[src/rtl/core/clipped_sprite_blitter_macros.svh]
// Assertion macros for the clipped sprite blitter.
`ifndef CLIPPED_SPRITE_BLITTER_MACROS_SVH
`define CLIPPED_SPRITE_BLITTER_MACROS_SVH
`ifndef SYNTHESIS
`define CSB_ASSERT_IMP(lbl, ante, cons) \
    lbl: assert property (@(posedge i_clk) disable iff (!i_rst_n) (ante) |-> (cons)) \
        else $error("csb assertion failed");
`define CSB_ASSERT_NXT(lbl, ante, cons) \
    lbl: assert property (@(posedge i_clk) disable iff (!i_rst_n) (ante) |=> (cons)) \
        else $error("csb assertion failed");
`else
`define CSB_ASSERT_IMP(lbl, ante, cons)
`define CSB_ASSERT_NXT(lbl, ante, cons)
`endif
`endif

[src/rtl/core/csb_pkg.sv]
// Types, codes and defaults shared by the clipped sprite blitter modules.
package csb_pkg;

    localparam int CSB_MAX_WIDTH  = 512;
    localparam int CSB_MAX_HEIGHT = 256;
    localparam int CSB_MAX_SPRITE = 256;

    localparam int CFG_IDX_W  = 3;
    localparam int CFG_DATA_W = 11;

    localparam logic [CFG_IDX_W-1:0] REG_CANVAS_W = 3'd0;
    localparam logic [CFG_IDX_W-1:0] REG_CANVAS_H = 3'd1;
    localparam logic [CFG_IDX_W-1:0] REG_SPRITE_W = 3'd2;
    localparam logic [CFG_IDX_W-1:0] REG_SPRITE_H = 3'd3;
    localparam logic [CFG_IDX_W-1:0] REG_DEST_X   = 3'd4;
    localparam logic [CFG_IDX_W-1:0] REG_DEST_Y   = 3'd5;
    localparam logic [CFG_IDX_W-1:0] REG_MASKED   = 3'd6;

    localparam logic [1:0] MODE_SPRITE = 2'd0;
    localparam logic [1:0] MODE_WRITE  = 2'd1;
    localparam logic [1:0] MODE_READ   = 2'd2;

    typedef struct packed {
        logic [1:0]  mode;
        logic [7:0]  pixel;
        logic [16:0] address;
    } t_in_item;

    typedef struct packed {
        logic [7:0] read_pixel;
        logic       landed;
        logic       sprite_done;
    } t_out_item;

    typedef struct packed {
        logic [9:0]  canvas_width;
        logic [8:0]  canvas_height;
        logic [8:0]  sprite_width;
        logic [8:0]  sprite_height;
        logic [10:0] dest_x;
        logic [10:0] dest_y;
        logic        masked;
    } t_cfg;

    typedef struct packed {
        logic landed;
        logic done;
    } t_place_flags;

    localparam t_cfg CFG_RESET = '{
        canvas_width:  10'd320,
        canvas_height: 9'd200,
        sprite_width:  9'd16,
        sprite_height: 9'd16,
        dest_x:        11'd0,
        dest_y:        11'd0,
        masked:        1'b1
    };

endpackage

[src/rtl/core/csb_place.sv]
// Sprite cursor, canvas clipping and linear address generation.
module csb_place #(
    parameter int MAX_WIDTH  = csb_pkg::CSB_MAX_WIDTH,
    parameter int MAX_HEIGHT = csb_pkg::CSB_MAX_HEIGHT,
    parameter int MAX_SPRITE = csb_pkg::CSB_MAX_SPRITE
) (
    input  logic                                     i_clk,
    input  logic                                     i_rst_n,
    input  logic                                     i_load,
    input  logic                                     i_sprite,
    input  csb_pkg::t_cfg                            i_cfg,
    output csb_pkg::t_place_flags                    o_flags,
    output logic [$clog2(MAX_WIDTH*MAX_HEIGHT)-1:0]  o_lin_addr
);
    import csb_pkg::*;

    localparam int CW_W  = $clog2(MAX_WIDTH + 1);
    localparam int CH_W  = $clog2(MAX_HEIGHT + 1);
    localparam int COL_W = $clog2(MAX_SPRITE);
    localparam int XW    = $clog2(MAX_WIDTH);
    localparam int YW    = $clog2(MAX_HEIGHT);
    localparam int AW    = $clog2(MAX_WIDTH * MAX_HEIGHT);
    localparam int PX_W  = ((COL_W + 1 > 11) ? COL_W + 1 : 11) + 1;
    localparam int LW    = YW + CW_W + 1;

    logic [COL_W-1:0]       r_col;
    logic [COL_W-1:0]       r_row;
    logic [COL_W-1:0]       n_col;
    logic [COL_W-1:0]       n_row;
    logic [COL_W-1:0]       sw_m1;
    logic [COL_W-1:0]       sh_m1;
    logic [CW_W-1:0]        cw;
    logic [CH_W-1:0]        ch;
    logic signed [PX_W-1:0] x;
    logic signed [PX_W-1:0] y;
    logic                   in_canvas;
    logic                   col_wrap;
    logic                   row_wrap;
    logic [XW-1:0]          r_x;
    logic [YW-1:0]          r_y;
    logic [LW-1:0]          lin;
    t_place_flags           r_flags;

    always_comb begin
        cw = (int'(i_cfg.canvas_width) > MAX_WIDTH) ? CW_W'(MAX_WIDTH)
                                                     : CW_W'(i_cfg.canvas_width);
        ch = (int'(i_cfg.canvas_height) > MAX_HEIGHT) ? CH_W'(MAX_HEIGHT)
                                                       : CH_W'(i_cfg.canvas_height);

        if (i_cfg.sprite_width == 9'd0) begin
            sw_m1 = '0;
        end else if (int'(i_cfg.sprite_width) > MAX_SPRITE) begin
            sw_m1 = COL_W'(MAX_SPRITE - 1);
        end else begin
            sw_m1 = COL_W'(i_cfg.sprite_width - 9'd1);
        end
        if (i_cfg.sprite_height == 9'd0) begin
            sh_m1 = '0;
        end else if (int'(i_cfg.sprite_height) > MAX_SPRITE) begin
            sh_m1 = COL_W'(MAX_SPRITE - 1);
        end else begin
            sh_m1 = COL_W'(i_cfg.sprite_height - 9'd1);
        end

        x = $signed({{(PX_W-11){i_cfg.dest_x[10]}}, i_cfg.dest_x})
          + $signed({{(PX_W-COL_W){1'b0}}, r_col});
        y = $signed({{(PX_W-11){i_cfg.dest_y[10]}}, i_cfg.dest_y})
          + $signed({{(PX_W-COL_W){1'b0}}, r_row});

        in_canvas = !x[PX_W-1] && !y[PX_W-1]
                 && (32'(unsigned'(x)) < 32'(cw))
                 && (32'(unsigned'(y)) < 32'(ch));

        col_wrap = (r_col >= sw_m1);
        row_wrap = (r_row >= sh_m1);

        n_col = r_col + COL_W'(1);
        n_row = r_row;
        if (col_wrap) begin
            n_col = '0;
            n_row = row_wrap ? '0 : r_row + COL_W'(1);
        end
    end

    always_ff @(posedge i_clk) begin
        if (!i_rst_n) begin
            r_col   <= '0;
            r_row   <= '0;
            r_flags <= '0;
        end else if (i_load) begin
            r_flags.landed <= i_sprite && in_canvas;
            r_flags.done   <= i_sprite && col_wrap && row_wrap;
            if (i_sprite) begin
                r_col <= n_col;
                r_row <= n_row;
            end
        end
    end

    always_ff @(posedge i_clk) begin
        if (i_load) begin
            r_x <= XW'(unsigned'(x));
            r_y <= YW'(unsigned'(y));
        end
    end

    assign lin        = LW'(r_y) * LW'(cw) + LW'(r_x);
    assign o_lin_addr = AW'(lin);
    assign o_flags    = r_flags;

`include "clipped_sprite_blitter_macros.svh"

    `CSB_ASSERT_IMP(a_done_origin, r_flags.done, (r_col == '0) && (r_row == '0))
    `CSB_ASSERT_IMP(a_landed_sprite, r_flags.landed && $past(i_load), $past(i_sprite))

endmodule

[config.mk]
export PLATFORM = sky130hd
export DESIGN_NAME = csb_place
export DESIGN_NICKNAME = d
export VERILOG_FILES = /design/src/rtl/core/csb_pkg.sv /design/src/rtl/core/csb_place.sv
export VERILOG_INCLUDE_DIRS = /design/src /design/src/rtl/core
export SDC_FILE = /design/constraint.sdc
export NUM_CORES = 1
export LEC_CHECK = 0
export BUFFER_PORTS_ARGS = -buffer_cell sky130_fd_sc_hd__buf_4
export CAP_MARGIN = 0
export CORE_MARGIN = 2
export CORE_UTILIZATION = 60
export DETAILED_ROUTE_END_ITERATION = 10
export MAX_ROUTING_LAYER = met4
export PLACE_DENSITY_LB_ADDON = 0.25
export SLEW_MARGIN = 10
export SYNTH_ARGS = -nofsm -noshare
export SYNTH_HDL_FRONTEND = slang
export SYNTH_SLANG_ARGS = --single-unit
[constraint.sdc]
create_clock -name i_clk -period 9.9 [get_ports i_clk]
set_input_delay 0.495 -clock i_clk [delete_from_list [all_inputs] [get_ports i_clk]]
set_output_delay 0.495 -clock i_clk [all_outputs]
set_load 0.01 [all_outputs]
==> load_flow_metrics.sql <==
INSERT INTO impl_metrics (metric_group, metric, value, unit) VALUES
('status', 'status', 'completed', ''),
('placed_design', 'place.detailed.hpwl', '10300', 'um'),
('clocking', 'clock_tree.root_cell', 'sky130_fd_sc_hd__clkbuf_8', ''),
('yosys', 'postSynth.asyncResetShare', '0', '%'),
('placed_design', 'port-buffer-count', '81', ''),
('clocking', 'clk_pin_slew_worst_paths', '70', 'ps'),
('critical_path', 'reg2reg_slack', '6540', 'ps'),
('power', 'power.ir.vdd_worst', '0.0001086', 'V'),
('yosys', 'syn-num-nets', '905', ''),
('floorplanning', 'io_pins', '83', ''),
('timing', 'final_number_of_max_transition_violations', '0', ''),
('route', 'post-route-drc-count', '0', ''),
('route', 'detail_route.vias_per_cell', '5.403', ''),
('critical_path', 'cp_max_fo', '9', ''),
('worst_hold_path', 'hp-class', 'reg -> reg', ''),
('clocking', 'ctsHoldBuffers', '0', ''),
('yosys', 'synth.lib_cells_used.distinct', '57', ''),
('power', 'netSwitchingFraction', '41.08', '%'),
('final_layout', 'filler_cell_count', '800', ''),
('clocking', 'cts_setup_buffers', '0', ''),
('clocking', 'tritoncts.num_buffers', '5', ''),
('clocking', 'cts-root-to-sink-buffers', '2', ''),
('power', 'intPower', '447.2', 'uW'),
('route', 'wire_per_inst', '13.07', 'um'),
('final_layout', 'post_route_cells_drive_above_1_share', '12.76', '%'),
('power', 'share_seq_of_total_power', '21.6', '%'),
('route', 'wirelength', '11780', 'um'),
('clocking', 'post_cts_resized', '0', ''),
('floorplanning', 'core_area', '9729', 'um^2'),
('route', 'vias', '4868', ''),
('critical_path', 'cp-end-kind', 'primary output', ''),
('clocking', 'cts-htree-levels', '2', ''),
('global_route', 'grt_pass1_wl', '20960', 'um'),
('power', 'clockPowerShare', '13.3', '%'),
('yosys', 'synth_top_cells_by_area', 'sky130_fd_sc_hd__fa_1, sky130_fd_sc_hd__ha_1, sky130_fd_sc_hd__edfxtp_1, sky130_fd_sc_hd__inv_1, sky130_fd_sc_hd__dfxtp_1', ''),
('global_route', 'global_route.overflow_total', '0', ''),
('timing', 'final-hold-violation-count', '0', ''),
('final_layout', 'antennaDiodeCount', '0', ''),
('timing', 'final_period_minus_worst_setup_slack', '6321', 'ps'),
('critical_path', 'worst_ep_required_time', '9410', 'ps'),
('yosys', 'sequential_to_total_area_share_from_yosys_stat', '14.55', '%'),
('floorplanning', 'die_w', '103.9', 'um'),
('critical_path', 'critPathSlowestCell', 'sky130_fd_sc_hd__fa_1', ''),
('final_layout', 'area_growth_syn_to_layout', '13.42', '%'),
('floorplanning', 'die_height', '103.9', 'um'),
('critical_path', 'path_common_cell', 'sky130_fd_sc_hd__fa_1', ''),
('clocking', 'cts_tree', 'yes', ''),
('route', 'drt_iter0_markers', '108', ''),
('global_route', 'track_usage', '23.44', '%'),
('timing', 'period_share', '63.85', '%'),
('global_route', 'first_global_vias', '4941', ''),
('timing', 'finalSetupTns', '0', 'ps'),
('yosys', 'post_synth_instance_area', '5984', 'um^2'),
('yosys', 'ys_warn_count', '0', ''),
('yosys', 'synth-edff-count', '17', ''),
('yosys', 'postSynthRegisterBits', '35', ''),
('timing', 'finalHoldWorstSlack', '475.3', 'ps'),
('power', 'share_comb_of_total_power', '65.1', '%'),
('yosys', 'postSynth.topFlopCell', 'sky130_fd_sc_hd__dfxtp_1', ''),
('critical_path', 'setup.worst_path.class', 'in -> out', ''),
('yosys', 'netlist.top_cell.by_area', 'sky130_fd_sc_hd__fa_1', ''),
('global_route', 'pin_count_of_the_biggest_net_entering_global_routing', '22', ''),
('yosys', 'synth_cells', '693', ''),
('power', 'power_per_cell_area', '111.8', 'nW/um^2'),
('floorplanning', 'die_area', '10790', 'um^2'),
('timing', 'slew_headroom', '54.04', '%'),
('critical_path', 'critPathArrivalTime', '5830', 'ps'),
('timing', 'fin_worst_skew', '7.883', 'ps'),
('floorplanning', 'initial_core_util', '61.51', '%'),
('power', 'cellLeakagePower', '3.453', 'nW'),
('timing', 'setup_violations', '0', '');
-- synthesized netlist by cell type, types with 2 or more instances --
cell type,count
sky130_fd_sc_hd__a21boi_0,3
sky130_fd_sc_hd__buf_2,2
sky130_fd_sc_hd__nor4_2,2
sky130_fd_sc_hd__o21ai_0,14
sky130_fd_sc_hd__nand4_1,4
sky130_fd_sc_hd__a21oi_1,30
sky130_fd_sc_hd__nand3_1,14
sky130_fd_sc_hd__clkbuf_1,7
sky130_fd_sc_hd__nor3b_1,4
sky130_fd_sc_hd__edfxtp_1,17
sky130_fd_sc_hd__o31ai_1,5
sky130_fd_sc_hd__nand2_1,65
sky130_fd_sc_hd__a22oi_1,2
sky130_fd_sc_hd__nor3_1,9
sky130_fd_sc_hd__o21bai_1,4
sky130_fd_sc_hd__a31oi_1,4
sky130_fd_sc_hd__and2_1,39
sky130_fd_sc_hd__ha_1,90
sky130_fd_sc_hd__nor2b_1,12
sky130_fd_sc_hd__xnor2_1,30
sky130_fd_sc_hd__o22ai_1,2
sky130_fd_sc_hd__dfxtp_1,18
sky130_fd_sc_hd__fa_1,58
sky130_fd_sc_hd__a21o_1,15
sky130_fd_sc_hd__buf_1,5
sky130_fd_sc_hd__nor2_1,44
sky130_fd_sc_hd__o21ai_1,3
sky130_fd_sc_hd__xor2_1,20
sky130_fd_sc_hd__nand2b_1,4
sky130_fd_sc_hd__inv_1,108
sky130_fd_sc_hd__a211oi_1,6
sky130_fd_sc_hd__or3_1,3
sky130_fd_sc_hd__nor4_1,4
sky130_fd_sc_hd__nand3b_1,2
sky130_fd_sc_hd__and3_1,10
sky130_fd_sc_hd__mux2i_1,2
sky130_fd_sc_hd__o21a_1,11
sky130_fd_sc_hd__a221oi_1,2
-- logic make-up after synthesis --
family / count (synthesis) / synth area share (%)
AO/OA/AOI/OAI: 110 / 12.61
XOR/XNOR: 50 / 7.318
adder cells (fa/ha/maj): 149 / 38.39
buffers and inverters: 123 / 7.757
flip-flops: 35 / 14.55
multiplexers: 2 / 0.3345
AND/OR/NAND/NOR: 224 / 19.05
-- worst register-to-register path: stages (launching register included) --
cell and delay, ps:
sky130_fd_sc_hd__dfxtp_1 530, sky130_fd_sc_hd__ha_1 300, sky130_fd_sc_hd__a21oi_1 200, sky130_fd_sc_hd__o21a_1 140
sky130_fd_sc_hd__o21bai_1 90, sky130_fd_sc_hd__o31ai_1 420, sky130_fd_sc_hd__nor2b_1 80, sky130_fd_sc_hd__o21ai_0 200
sky130_fd_sc_hd__xnor2_1 150, sky130_fd_sc_hd__ha_1 260, sky130_fd_sc_hd__a221oi_1 280, sky130_fd_sc_hd__nand3_1 130
sky130_fd_sc_hd__a311oi_1 270, sky130_fd_sc_hd__o31ai_1 130, sky130_fd_sc_hd__o22ai_1 110
-- power groups by stage --
stage                     logic [mW]  clock network [mW]  registers (mW)
after detailed placement       0.497                   0           0.167
final                          0.494               0.101           0.164
after global routing           0.559               0.109           0.165
after CTS                      0.499               0.101           0.164
after floorplan                0.332                   0           0.163
after global placement         0.482                   0           0.167
-- sequential cells by signal (all words and copies together), names as in the netlist --
| signal | count |
|---|---|
| r_col | 8 |
| r_y | 8 |
| r_x | 9 |
| r_row | 8 |
| o_flags | 2 |
-- final timing paths --
check / cells past startpoint / endpoint / start
max: 22 / o_lin_addr[13] / i_cfg[55]
min: 2 / o_flags[1] / o_flags[1]
max reg2reg: 14 / o_flags[1] / r_col[1]
min reg2reg: 2 / o_flags[1] / o_flags[1]
-- through the flow --
stage	setup slack [ps]	power, mW	area (um^2)	utilization, %	instances
4_1_cts	3581	0.7645	6788	69.77	901
5_1_grt	3222	0.8329	6788	69.77	901
3_3_place_gp	3720	0.6486	6704	68.90	893
3_5_place_dp	3585	0.6644	6704	68.90	893
2_1_floorplan	4332	0.4953	5984	-	693
6_report	3579	0.7590	6788	69.77	901
-- layer usage --
metal	wire length [um]	GRT usage [%]	share of wire, %
met1	5151	27.73	44
met5	0	-	0
met3	368	2.318	3.1
met4	205	6.081	1.7
met2	6051	42.76	51
-- area by class of cell --
| type | instances | area, um^2 | area share [%] |
|---|---|---|---|
| clock buffer | 5 | 68.82 | 1.014 |
| tap | 133 | 166.4 | 2.452 |
| timing repair buffer | 81 | 608.1 | 8.959 |
| multi-input combinational | 535 | 4649 | 68.50 |
| inverter | 109 | 409.1 | 6.028 |
| sequential | 35 | 870.8 | 12.83 |
| clock inverter | 3 | 15.01 | 0.2212 |
-- placed cells by master, fill, tap and decap left out, drive strengths merged, types with 14 or more instances in the layout --
cell type / synthesis / final
dfxtp: 18 / 18
inv: 108 / 108
a21o: 15 / 15
edfxtp: 17 / 17
fa: 58 / 58
o21ai: 18 / 18
a21oi: 30 / 30
nor2: 44 / 44
nand3: 14 / 14
and2: 40 / 40
nand2: 65 / 65
xnor2: 30 / 30
xor2: 20 / 20
buf: 7 / 81
ha: 90 / 90
(Power assumes the default switching activity.)
